--- src/rtl/bpa_pkg.sv ---
// shared types and constants for the bitmap page allocator
`default_nettype none

package bpa_pkg;

    localparam int PAGE_W  = 40;
    localparam int COUNT_W = 6;
    localparam int USED_W  = 17;
    localparam int BITS_W  = 64;

    localparam logic [1:0] STATUS_OK     = 2'd0;
    localparam logic [1:0] STATUS_NOMEM  = 2'd1;
    localparam logic [1:0] STATUS_BADCNT = 2'd2;
    localparam logic [1:0] STATUS_RANGE  = 2'd3;

    localparam logic ACTION_ALLOC = 1'b0;
    localparam logic ACTION_FREE  = 1'b1;

    localparam logic CFG_BASE  = 1'b0;
    localparam logic CFG_WORDS = 1'b1;

    typedef struct packed {
        logic                action;
        logic [COUNT_W-1:0]  page_count;
        logic [PAGE_W-1:0]   page_number;
    } req_t;

    typedef struct packed {
        logic [1:0]          status;
        logic [PAGE_W-1:0]   first_page;
        logic [USED_W-1:0]   pages_in_use;
    } rsp_t;

    typedef enum logic [3:0] {
        S_CLEAR,
        S_IDLE,
        S_DECODE,
        S_SCAN,
        S_MARK,
        S_FREE_RD0,
        S_FREE_WR0,
        S_FREE_WR1,
        S_DONE
    } state_t;

    typedef struct packed {
        logic clr_step;
        logic load_req;
        logic decode;
        logic scan_start;
        logic scan_step;
        logic mark;
        logic rd_w0;
        logic wr_w0;
        logic wr_w1;
        logic free_done;
        logic res_badcnt;
        logic res_nomem;
        logic res_range;
        logic out_load;
    } cmd_t;

    typedef struct packed {
        logic clr_last;
        logic req_alloc;
        logic req_zero;
        logic out_range;
        logic hit;
        logic scan_done;
        logic span;
        logic out_free;
    } sts_t;

endpackage

`default_nettype wire

--- src/rtl/bpa_ctrl.sv ---
// sequencer for clearing, allocate scan, free and result hand-off
`default_nettype none

module bpa_ctrl (
    input  wire logic           aclk,
    input  wire logic           aresetn,
    input  wire logic           s_valid,
    output logic                s_ready,
    input  wire bpa_pkg::sts_t  sts,
    output bpa_pkg::cmd_t       cmd
);
    import bpa_pkg::*;

    state_t state_reg;
    state_t state_next;

    always_ff @(posedge aclk) begin
        if (!aresetn) begin
            state_reg <= S_CLEAR;
        end else begin
            state_reg <= state_next;
        end
    end

    always_comb begin
        state_next = state_reg;
        case (state_reg)
            S_CLEAR: begin
                if (sts.clr_last) state_next = S_IDLE;
            end
            S_IDLE: begin
                if (s_valid) state_next = S_DECODE;
            end
            S_DECODE: begin
                if (sts.req_alloc) begin
                    state_next = sts.req_zero ? S_DONE : S_SCAN;
                end else begin
                    state_next = sts.out_range ? S_DONE : S_FREE_RD0;
                end
            end
            S_SCAN: begin
                if (sts.hit) begin
                    state_next = S_MARK;
                end else if (sts.scan_done) begin
                    state_next = S_DONE;
                end
            end
            S_MARK:     state_next = S_DONE;
            S_FREE_RD0: state_next = S_FREE_WR0;
            S_FREE_WR0: state_next = sts.span ? S_FREE_WR1 : S_DONE;
            S_FREE_WR1: state_next = S_DONE;
            S_DONE: begin
                if (sts.out_free) state_next = S_IDLE;
            end
            default:    state_next = S_IDLE;
        endcase
    end

    always_comb begin
        cmd     = '0;
        s_ready = 1'b0;
        case (state_reg)
            S_CLEAR: cmd.clr_step = 1'b1;
            S_IDLE: begin
                s_ready      = 1'b1;
                cmd.load_req = s_valid;
            end
            S_DECODE: begin
                cmd.decode = 1'b1;
                if (sts.req_alloc) begin
                    cmd.res_badcnt = sts.req_zero;
                    cmd.scan_start = !sts.req_zero;
                end else begin
                    cmd.res_range = sts.out_range;
                end
            end
            S_SCAN: begin
                cmd.scan_step = 1'b1;
                cmd.res_nomem = !sts.hit && sts.scan_done;
            end
            S_MARK:     cmd.mark = 1'b1;
            S_FREE_RD0: cmd.rd_w0 = 1'b1;
            S_FREE_WR0: begin
                cmd.wr_w0     = 1'b1;
                cmd.free_done = !sts.span;
            end
            S_FREE_WR1: begin
                cmd.wr_w1     = 1'b1;
                cmd.free_done = 1'b1;
            end
            S_DONE:     cmd.out_load = sts.out_free;
            default:    ;
        endcase
    end

endmodule

`default_nettype wire

--- config.mk ---
export PLATFORM = sky130hd
export DESIGN_NAME = bpa_ctrl
export DESIGN_NICKNAME = d
export VERILOG_FILES = /design/src/rtl/bpa_pkg.sv /design/src/rtl/bpa_ctrl.sv
export SDC_FILE = /design/constraint.sdc
export NUM_CORES = 1
export LEC_CHECK = 0
export ABC_AREA = 1
export BUFFER_PORTS_ARGS = -buffer_cell sky130_fd_sc_hd__buf_2
export CAP_MARGIN = 0
export CORE_MARGIN = 2
export CORE_UTILIZATION = 35
export CTS_CLUSTER_DIAMETER = 100
export DETAILED_ROUTE_END_ITERATION = 8
export GPL_ROUTABILITY_DRIVEN = 0
export GPL_TIMING_DRIVEN = 1
export HOLD_SLACK_MARGIN = 0.08
export PLACE_DENSITY_LB_ADDON = 0.3
export SLEW_MARGIN = 20
export SYNTH_ARGS = -nofsm -noshare
export SYNTH_HDL_FRONTEND = slang
export SYNTH_SLANG_ARGS = --single-unit
--- constraint.sdc ---
create_clock -name aclk -period 2.1 [get_ports aclk]
set_input_delay 0.105 -clock aclk [delete_from_list [all_inputs] [get_ports aclk]]
set_output_delay 0.105 -clock aclk [all_outputs]
set_load 0.01 [all_outputs]
==> impl_results.md, run 1 <==
* Slew Limit Fails at 0
* Hold violation total from the final report at 0
* Critical path endpoint category: primary output
* Clock skew at 0.008178 ns
* DP HPWL at about 940 um
* Net count, final at between 100 and 150
* Max reg flops at 4
* Row cnt at 12
* Syn nets at 100
* Placed cell count at 128
* #FFs+latches synth at 4
* Port Buf Inserts at 25
* Yosys cell types at 17
* Antenna cells at 0
* Die Y at approximately 40 um
* Most frequent cells in the layout: buf_2, inv_1, nor2_1, nand2_1, nand3_1
* Post-route DRC at 0
* Worst setup SP type: register
* Synth warn at 0
* Sequential element share of the synthesized area at between 10% and 20%
* Max H-tree Level at 1
* Routed WL at ~1.1 mm
* Final worst path period share at between 60% and 70%
* Vias in the first global route at roughly 450
* Root Buffer: clkbuf_4
* Post-Layout Cell Count at approximately 130
* Vias at 610
* CTS buffer count at 3
* RSZ-0062 raised after global routing: no
* CTS resizes at 0
* First-pass DRT Iterations at 4
* WHS at approximately 0.11 ns
* Initial antenna violation count at 0
* Core area at 1156 sq um
* Placed Area at 598.1 sq um
* Synth area leaders: inv_1, dfxtp_1, nor2_1
* Post-CTS Setup Bufs at 0
* Multi-input gate area at 285.3 sq um
* First-pass GRT wire length at around 1.7 mm
* Worst EP required at about 2 ns
* Max-cap check violation count at 0
* Tmin final at approximately 1.5 ns
* Longest Clk Path Bufs at 2
* Least-Margin Pin Slew at roughly 0.36 ns
* Crit path DAT at about 1.4 ns
* Clock slew at the register clock pins of the worst setup and hold paths at 0.04 ns
* Die Wd at 40.07 um
* Routed len/inst at a little under 9 um
* Synthesized instance count at 89
* Peak supply drop at between 400 and 500 uV
* Post-synthesis average cell area at about 5.1 sq um
* Power Density at a little under 1000 nW/um^2
* CTS Hold Buffers Added at 0
* Total Power at between 0.6 and 0.7 mW
* Yosys top cell area share at 18.96%
* # IOs at 26
* R2R setup slack at approximately 0.86 ns
* Worst hold path type: input port to register
* # fillers at around 130
* Largest net degree at the start of global routing at 9
* Slew headroom at approximately 76%
* Grt ovf at 0
* Share of cells above drive strength 1 at about 29%
* TritonCTS clock tree: yes
* F_max at 681.5 MHz
* Antenna Violating Nets Remaining at 0
* Register Area at ~80 sq um
* Design Area, Final at around 620 sq um
* Maximum fanout along the worst path at 6
* Critical path class: register to primary output
* Iteration-0 DRC Markers at 12
* Area leader, netlist: inv_1
* Commonest non-fill, non-tap cell in the layout: buf_2
* Status: finished, final reports clean
* Via density at around 4.7
* Clk Latency, worst-skew pair at about 0.25 ns
* Cell area after synthesis at 455.4 sq um
* Static Leak at 0.4215 nW
* Final Setup Violations at 0
* Final setup TNS at 0 ns
* Starting Density at around two fifths
* Clock sinks at 4
* Gr usage total at between 10% and 20%
* Layout area overhead at 36.26%
* Full die area at roughly 1600 sq um
-- layout make-up --
cell class                 count  share of cell area, %
multi-input combinational     61                  45.97
timing repair buffer          25                  20.16
inverter                      24                  14.52
sequential                     4                  12.90
clock buffer                   3                  3.629
tap                           14                  2.823
-- routing by layer --
metal	wire length, um	part of all wire, %	GRT usage, %	vias up
met5	0	0	0	-
met4	29	2.5	7.759	0
met3	104	9.1	1.667	5
met2	496	43	26.21	31
met1	515	45	18.54	246
li1	-	-	-	328
-- path summary, 6_finish.rpt --
path | startpoint | cells past startpoint | to
setup reg to reg | state_reg[1] | 6 | state_reg[0]
setup / recovery | state_reg[1] | 4 | cmd[0]
hold / removal | aresetn | 3 | state_reg[3]
hold reg to reg | state_reg[0] | 4 | state_reg[0]
-- power by group --
part | internal, mW | switching [mW]
Combinational | 0.134 | 0.239
Clock | 0.0644 | 0.0382
Sequential | 0.102 | 0.0315
Total | 0.300 | 0.309
-- cell usage after synthesis, drive strengths merged --
cell type  count
inv           24
nand2         17
o21ai          5
a31oi          1
nor3           1
dfxtp          4
nor4           1
o211ai         1
nor2          22
nand3         10
a21oi          2
nand4          1
-- critical path: stages, from the launching register on --
cell     delay, ns
dfxtp_1       0.35
nor2_1        0.32
inv_1         0.11
nor4_1        0.17
buf_2         0.17
-- cell families after synthesis --
family          Yosys count  synth area share [%]
simple gates             52                 51.92
buf+inv                  24                 19.78
compound gates            9                 10.71
flops                     4                 17.58
-- through the flow --
step | utilization (%) | worst slack [ns]
finish | 53.68 | 0.6326
global route | 53.68 | 0.5402
CTS | 53.68 | 0.6334
detailed placement | 51.73 | 0.8671
global placement | 51.73 | 0.8616
floorplan | - | 1.003
No activity file was read; power rests on OpenSTA's default activity.
==> run 2, diff against run 1 <==
--- a/config.mk
+++ b/config.mk
@@ -5,13 +5,13 @@
 export SDC_FILE = /design/constraint.sdc
 export NUM_CORES = 1
 export LEC_CHECK = 0
-export ABC_AREA = 1
+export ABC_AREA = 0
 export BUFFER_PORTS_ARGS = -buffer_cell sky130_fd_sc_hd__buf_2
 export CAP_MARGIN = 0
-export CORE_MARGIN = 2
-export CORE_UTILIZATION = 35
+export CORE_AREA = 2 2 39 41
 export CTS_CLUSTER_DIAMETER = 100
 export DETAILED_ROUTE_END_ITERATION = 8
+export DIE_AREA = 0 0 41 43
 export GPL_ROUTABILITY_DRIVEN = 0
 export GPL_TIMING_DRIVEN = 1
 export HOLD_SLACK_MARGIN = 0.08
==> constraint.sdc (replaced) <==
create_clock -name aclk -period 1.2 [get_ports aclk]
set_input_delay 0.06 -clock aclk [delete_from_list [all_inputs] [get_ports aclk]]
set_output_delay 0.06 -clock aclk [all_outputs]
set_load 0.01 [all_outputs]
==> impl_results.md, run 2 <==
* Status: finished, violations left
* Failing checks: negative setup slack
* Main combinational cell family by area after synthesis: simple AND/OR/NAND/NOR gates
* Register Area at 88.84 sq um (+11%)
* Full die area at 1763 sq um (+9.8%)
* Post-synth EDFFs at 0 (unchanged)
* #FFs+latches synth at 4 (unchanged)
* Peak supply drop at 771.5 uV (+55%)
* Max H-tree Level at 1 (unchanged)
* Max reg flops at 4 (unchanged)
* Net count, final at 125 (-3.8%)
* Largest net degree at the start of global routing at 9 (unchanged)
* Initial antenna violation count at 0 (unchanged)
* Synth area leaders: dfxtp_1, nor3_1, mux2i_1
* Yosys top cell area share at 17.98% (-0.98 points)
* Yosys cell types at 29 (+12)
* Post-synthesis average cell area at 7.184 sq um (+40%)
* First-pass GRT wire length at 2.649 mm (+59%)
* Critical path endpoint category: primary output
* Iteration-0 DRC Markers at 7 (-5)
* Die Y at 43 um (+7.3%)
* TritonCTS clock tree: yes
* Final setup margin at -0.1787 ns (-0.8112 ns)
* F_max at between 700 and 800 MHz
* Multiplexer area fraction after synthesis at 8.989% (+9.0 points)
* Multi-input gate area at 525.5 sq um (+84%)
* Routed WL at 1.939 mm (+69%)
* Longest Clk Path Bufs at 2 (unchanged)
* Layout area overhead at 143.5%
* Maximum fanout along the worst path at 3 (-3)
* Share of cells above drive strength 1 at 78.57% (+50 points)
* Area leader, netlist: dfxtp_1
* Least-Margin Pin Slew at 0.3342 ns (-0.02271 ns)
* Gr usage total at 22.36% (+7.1 points)
* Antenna Violating Nets Remaining at 0 (unchanged)
* Slew Limit Fails at 0 (unchanged)
* Final Setup Violations at 17 (+17)
* R2R setup slack at -0.16 ns (-1.02 ns)
* Most frequent cells in the layout: buf_2, buf_6, buf_4, nor3_4
* # fillers at 90 (-30%)
* Routed len/inst at 15.15 um (+73%)
* Commonest non-fill, non-tap cell in the layout: buf_2
* Tmin final at 1.379 ns
* Worst hold path type: input port to register
* Ys flop type: dfxtp_1
* Vias at 687 (+13%)
* WP buf/inv at 3 (+1)
* # IOs at 26 (unchanged)
* Vias in the first global route at 634 (+42%)
* Via density at 5.367 (+15%)
* Syn nets at 73 (-27%)
* Slew headroom at 77.08% (+0.96 points)
* Ranking of synthesized cells by instance count: nor3_1, nand2_1, nor2_1
* Cell area after synthesis at 445.4 sq um (-2.2%)
* Post-Layout Cell Count at 128 (-2.3%)
* Simple-Gate Fraction of Synth Area at 41.29% (-11 points)
* Clock skew at 0.004128 ns (-0.004050 ns)
* Static Leak at 0.4840 nW (+15%)
* Cell mode on critical path: buf_6
* Final worst path period share at 114.9%
* Post-Synth Adder-Cell Area at 0% (unchanged)
* Antenna cells at 0 (unchanged)
* Post-synthesis compound-gate area fraction at 23.31% (+13 points)
* Slowest stage delay, CP at 0.33 ns (-0.02 ns)
* WHS at 0.1223 ns (+0.01056 ns)
* Starting Density at 32.19% (-7.2 points)
* Worst setup SP type: register
* Clock sinks at 4 (unchanged)
* Hold violation total from the final report at 0 (unchanged)
* Family with the most delay on the worst path: simple AND/OR/NAND/NOR gates
* Worst path cell trace: buf_6, nand2b_4, buf_6, nor2_4, and3b_1, buf_2
* Post-route DRC at 0 (unchanged)
* Ys async rst share at 0% (unchanged)
* First-pass DRT Iterations at 4 (unchanged)
* CTS buffer count at 3 (unchanged)
* Slowest CP cell: dfxtp_2
* Die Wd at 41 um (+2.3%)
* Row cnt at 14 (+2)
* Synthesized instance count at 62 (-30%)
* Xor and xnor area share after synthesis at 0% (unchanged)
* Critical path class: register to primary output
* CTS Hold Buffers Added at 0 (unchanged)
* Count leader, synth: nor3_1
* Core area at 1384 sq um (+20%)
* Clk Latency, worst-skew pair at 0.24 ns (about the same)
* Sequential element share of the synthesized area at 17.98% (+0.40 points)
* Power Density at 840.2 nW/um^2 (-14%)
* Max-cap check violation count at 0 (unchanged)
* Grt ovf at 0 (unchanged)
* Port Buf Inserts at 25 (unchanged)
* Clock slew at the register clock pins of the worst setup and hold paths at 0.04 ns (about the same)
* Worst EP required at 1.14 ns (-0.86 ns)
* DP HPWL at 1.072 mm (+13%)
* Synth warn at 0 (unchanged)
* Crit path DAT at 1.32 ns (-0.04 ns)
* Root Buffer: clkbuf_4
* RSZ-0062 raised after global routing: yes
* Placed cell count at 114 (-11%)
==> run 2: cell count changes in the layout (fill, tap and decap cells not counted), moves of 5 or more <==
cell	before	now
nor3_4	0	6
buf_4	0	14
buf_2	25	20
nand2_1	17	2
nand3_1	8	0
inv_1	23	1
nor2_1	19	3
buf_6	0	17
==> run 2: cell families (layout without fill, tap and decap cells) <==
kind of cell           Yosys count  after routing
AOI/OAI and AO/OA               12             12
buffers and inverters            8             58
DFF                              4              4
and+or+nand+nor                 34             34
muxes                            4              4
==> run 2: worst paths after layout <==
| path | depth (start not counted) | endpoint | from |
|---|---|---|---|
| setup / recovery | 6 | cmd[2] | state_reg[2] |
| hold / removal | 3 | state_reg[3] | sts[0] |
| setup reg to reg | 6 | state_reg[0] | state_reg[2] |
| hold reg to reg | 3 | state_reg[0] | state_reg[1] |
==> run 2: through the flow <==
stage	TNS [ns]	utilization, %	instance area, sq um	power [mW]	worst slack (ns)
4_1_cts	-1.423	67.72	937.1	0.7947	-0.2070
2_1_floorplan	0	-	495.5	0.3746	0.007316
5_1_grt	-2.422	78.39	1085	0.9746	-0.2314
3_3_place_gp	-0.2471	51.45	711.9	0.4836	-0.08132
3_5_place_dp	-0.4110	51.45	711.9	0.4878	-0.1505
6_report	-1.348	78.39	1085	0.9115	-0.1787
==> run 2: layout make-up <==
| cell class | instances | share of cell area (%) |
|---|---|---|
| clock buffers | 3 | 2.076 |
| inverters | 3 | 1.499 |
| flip-flops and latches | 4 | 8.189 |
| repair buffers | 52 | 37.95 |
| multi-input cells | 50 | 48.44 |
| well taps | 16 | 1.845 |
==> run 2: worst register-to-register path, cell delays in order, from the launching register on <==
cell,delay [ns]
dfxtp_2,0.33
buf_6,0.12
buf_6,0.11
inv_6,0.06
nand2_2,0.04
a2111o_1,0.38
a221oi_2,0.23
==> run 2: where the power goes <==
| group | internal (mW) | switching [mW] | leakage [nW] |
|---|---|---|---|
| registers | 0.150 | 0.0273 | 0.0345 |
| logic | 0.297 | 0.270 | 0.436 |
| clock network | 0.112 | 0.0543 | 0.0138 |
| total | 0.560 | 0.352 | 0.484 |
==> run 2: layer usage <==
metal	GRT usage [%]	share of wire, %	vias up
met2	35.94	58	21
met1	26.30	36	324
met3	4.188	3.7	8
li1	-	-	334
met5	0	0	-
met4	12.00	2.3	0
==> run 2: what timing repair did <==
action                                  in CTS  in global routing
pin swaps                                   10                  9
endpoints found under the setup margin      19                 18
resized for setup                           36                 26
setup buffers                                6                  5
==> run 3, diff against run 2 <==
--- a/config.mk
+++ b/config.mk
@@ -15,7 +15,7 @@
 export GPL_ROUTABILITY_DRIVEN = 0
 export GPL_TIMING_DRIVEN = 1
 export HOLD_SLACK_MARGIN = 0.08
-export PLACE_DENSITY_LB_ADDON = 0.3
+export PLACE_DENSITY_LB_ADDON = 0.15
 export SLEW_MARGIN = 20
 export SYNTH_ARGS = -nofsm -noshare
 export SYNTH_HDL_FRONTEND = slang
==> impl_results.md, run 3 (synthesized netlist as in run 2, its figures left out) <==
* Status: finished, violations left
* Failing checks: negative setup slack
* WP buf/inv at 3 (unchanged)
* Power Density at 795.6 nW/um^2 (-5.3%)
* DP HPWL at 1.105 mm (+3.1%)
* Worst setup SP type: register
* Placed Area at 719.4 sq um (+1.1%)
* Maximum fanout along the worst path at 5 (+2)
* Least-Margin Pin Slew at 0.3270 ns (-0.007280 ns)
* Worst hold path type: input port to register
* Static Leak at 0.4970 nW (+2.7%)
* Root Buffer: clkbuf_4
* Crit path DAT at 1.52 ns (+0.20 ns)
* F_max at 723.9 MHz (-0.20%)
* Routed len/inst at 13.86 um (-8.5%)
* Port Buf Inserts at 25 (unchanged)
* Total internal power at 0.5315 mW (-5.0%)
* CTS buffer count at 3 (unchanged)
* Starting Density at 32.19% (unchanged)
* Worst path cell trace: buf_6, buf_4, inv_4, nand2_2, a2111o_1, a221oi_2
* Final Setup Violations at 17 (unchanged)
* Sw Ratio at 37.55% (-1.1 points)
* # fillers at 95 (+5.6%)
* Longest Clk Path Bufs at 2 (unchanged)
* Design Area, Final at 1070 sq um (-1.4%)
* Vias at 685 (-0.29%)
* Max reg flops at 4 (unchanged)
* Slew Limit Fails at 0 (unchanged)
* Grt ovf at 0 (unchanged)
* Register Area at 88.84 sq um (unchanged)
* Final setup margin at -0.1814 ns (-0.002715 ns)
* Placed cell count at 115 (+0.88%)
* Vias in the first global route at 656 (+3.5%)
* Die Y at 43 um (unchanged)
* Worst EP required at 1.34 ns (+0.20 ns)
* Via density at 5.229 (-2.6%)
* Iteration-0 DRC Markers at 4 (-3)
* Clock slew at the register clock pins of the worst setup and hold paths at 0.04 ns (about the same)
* Tmin final at 1.381 ns (+0.002715 ns)
* Clock skew at 0.003990 ns (-0.0001377 ns)
* Total Power at 0.8511 mW (-6.6%)
* Critical path class: register to register
* Gate power share at 60.6% (-1.7 points)
* Full die area at 1763 sq um (unchanged)
* Initial antenna violation count at 0 (unchanged)
* Antenna Violating Nets Remaining at 0 (unchanged)
* Clock sinks at 4 (unchanged)
* Gr usage total at 23.26% (+0.91 points)
* Critical path endpoint category: register
* Multi-input gate area at 474.2 sq um (-9.8%)
* Share of cells above drive strength 1 at 74.78% (-3.8 points)
* Post-Layout Cell Count at 131 (+2.3%)
* # IOs at 26 (unchanged)
* Post-route DRC at 0 (unchanged)
* TritonCTS clock tree: yes
* Antenna cells at 0 (unchanged)
* Hold violation total from the final report at 0 (unchanged)
* Final worst path period share at 115.1% (+0.23 points)
* First-pass GRT wire length at 2.766 mm (+4.4%)
* Core area at 1384 sq um (unchanged)
* Net count, final at 128 (+2.4%)
* Final setup TNS at -1.694 ns (-0.3454 ns)
* Final Util at 77.31% (-1.1 points)
* Clock power share at 19.2% (+1.0 points)
* Most frequent cells in the layout: buf_2, buf_6, buf_4
* Slowest CP cell: a2111o_1
* Commonest non-fill, non-tap cell in the layout: buf_2
* R2R setup slack at -0.18 ns (-0.02 ns)
* Die Wd at 41 um (unchanged)
* Peak supply drop at 678.5 uV (-12%)
* Largest net degree at the start of global routing at 8 (-1)
* Slew headroom at 78.00% (+0.92 points)
* Layout area overhead at 140.2%
* Slowest stage delay, CP at 0.38 ns (+0.05 ns)
* Routed WL at 1.816 mm (-6.3%)
* Max H-tree Level at 1 (unchanged)
* Max-cap check violation count at 0 (unchanged)
* RSZ-0062 raised after global routing: yes
* Family with the most delay on the worst path: compound AO/OA/AOI/OAI gates
* First-pass DRT Iterations at 4 (unchanged)
* P_sw at 0.3196 mW (-9.2%)
* Clk Latency, worst-skew pair at 0.23 ns (about the same)
* Reg power frac at 20.2% (+0.7 points)
* Row cnt at 14 (unchanged)
## run 3: tightest hold or removal path, delay by kind of cell
family | cells | cell delay (ns)
AOI/OAI and AO/OA | 1 | 0.06
and+or+nand+nor | 1 | 0.10
buffers and inverters | 1 | 0.09
## run 3: final timing paths
kind / start / end / cells after the start
setup / recovery: state_reg[2] / state_reg[0] / 6
hold / removal: sts[0] / state_reg[3] / 3
setup reg to reg: state_reg[2] / state_reg[0] / 6
hold reg to reg: state_reg[2] / state_reg[0] / 3
## run 3: per-stage QoR
step	setup slack [ns]	hold slack (ns)
floorplan	0.007316	0.1675
global placement	-0.1047	0.3483
detailed placement	-0.1222	0.3585
CTS	-0.1898	0.1191
global route	-0.2442	0.1354
finish	-0.1814	0.1255
## run 3: layout make-up
| cell class | instances | area share [%] |
|---|---|---|
| multi-input combinational | 50 | 44.33 |
| sequential | 4 | 8.304 |
| clock buffer | 3 | 2.105 |
| inverter | 3 | 1.520 |
| tap | 16 | 1.871 |
| timing repair buffer | 55 | 41.87 |
## run 3: what timing repair did
action / 4_1_cts / 5_1_grt
hold buffers: 0 / 0
gates resized for setup: 39 / 14
buffers inserted: 8 / 5
endpoints found under the setup margin: 19 / 19
pin swaps: 15 / 12
## run 3: metal layers
layer / vias up / GRT usage (%) / share of wire (%)
li1: 341 / - / -
met1: 313 / 24.35 / 38
met2: 25 / 40.94 / 55
met3: 6 / 3.665 / 5.0
met4: 0 / 12.00 / 2.5
met5: - / 0 / 0
## run 3: power groups by stage
stage / sequential, mW / clock, mW / combinational, mW
after global routing: 0.172 / 0.185 / 0.551
final: 0.172 / 0.163 / 0.516
after floorplan: 0.159 / 0 / 0.216
after global placement: 0.174 / 0 / 0.330
after detailed placement: 0.174 / 0 / 0.327
after CTS: 0.169 / 0.175 / 0.461
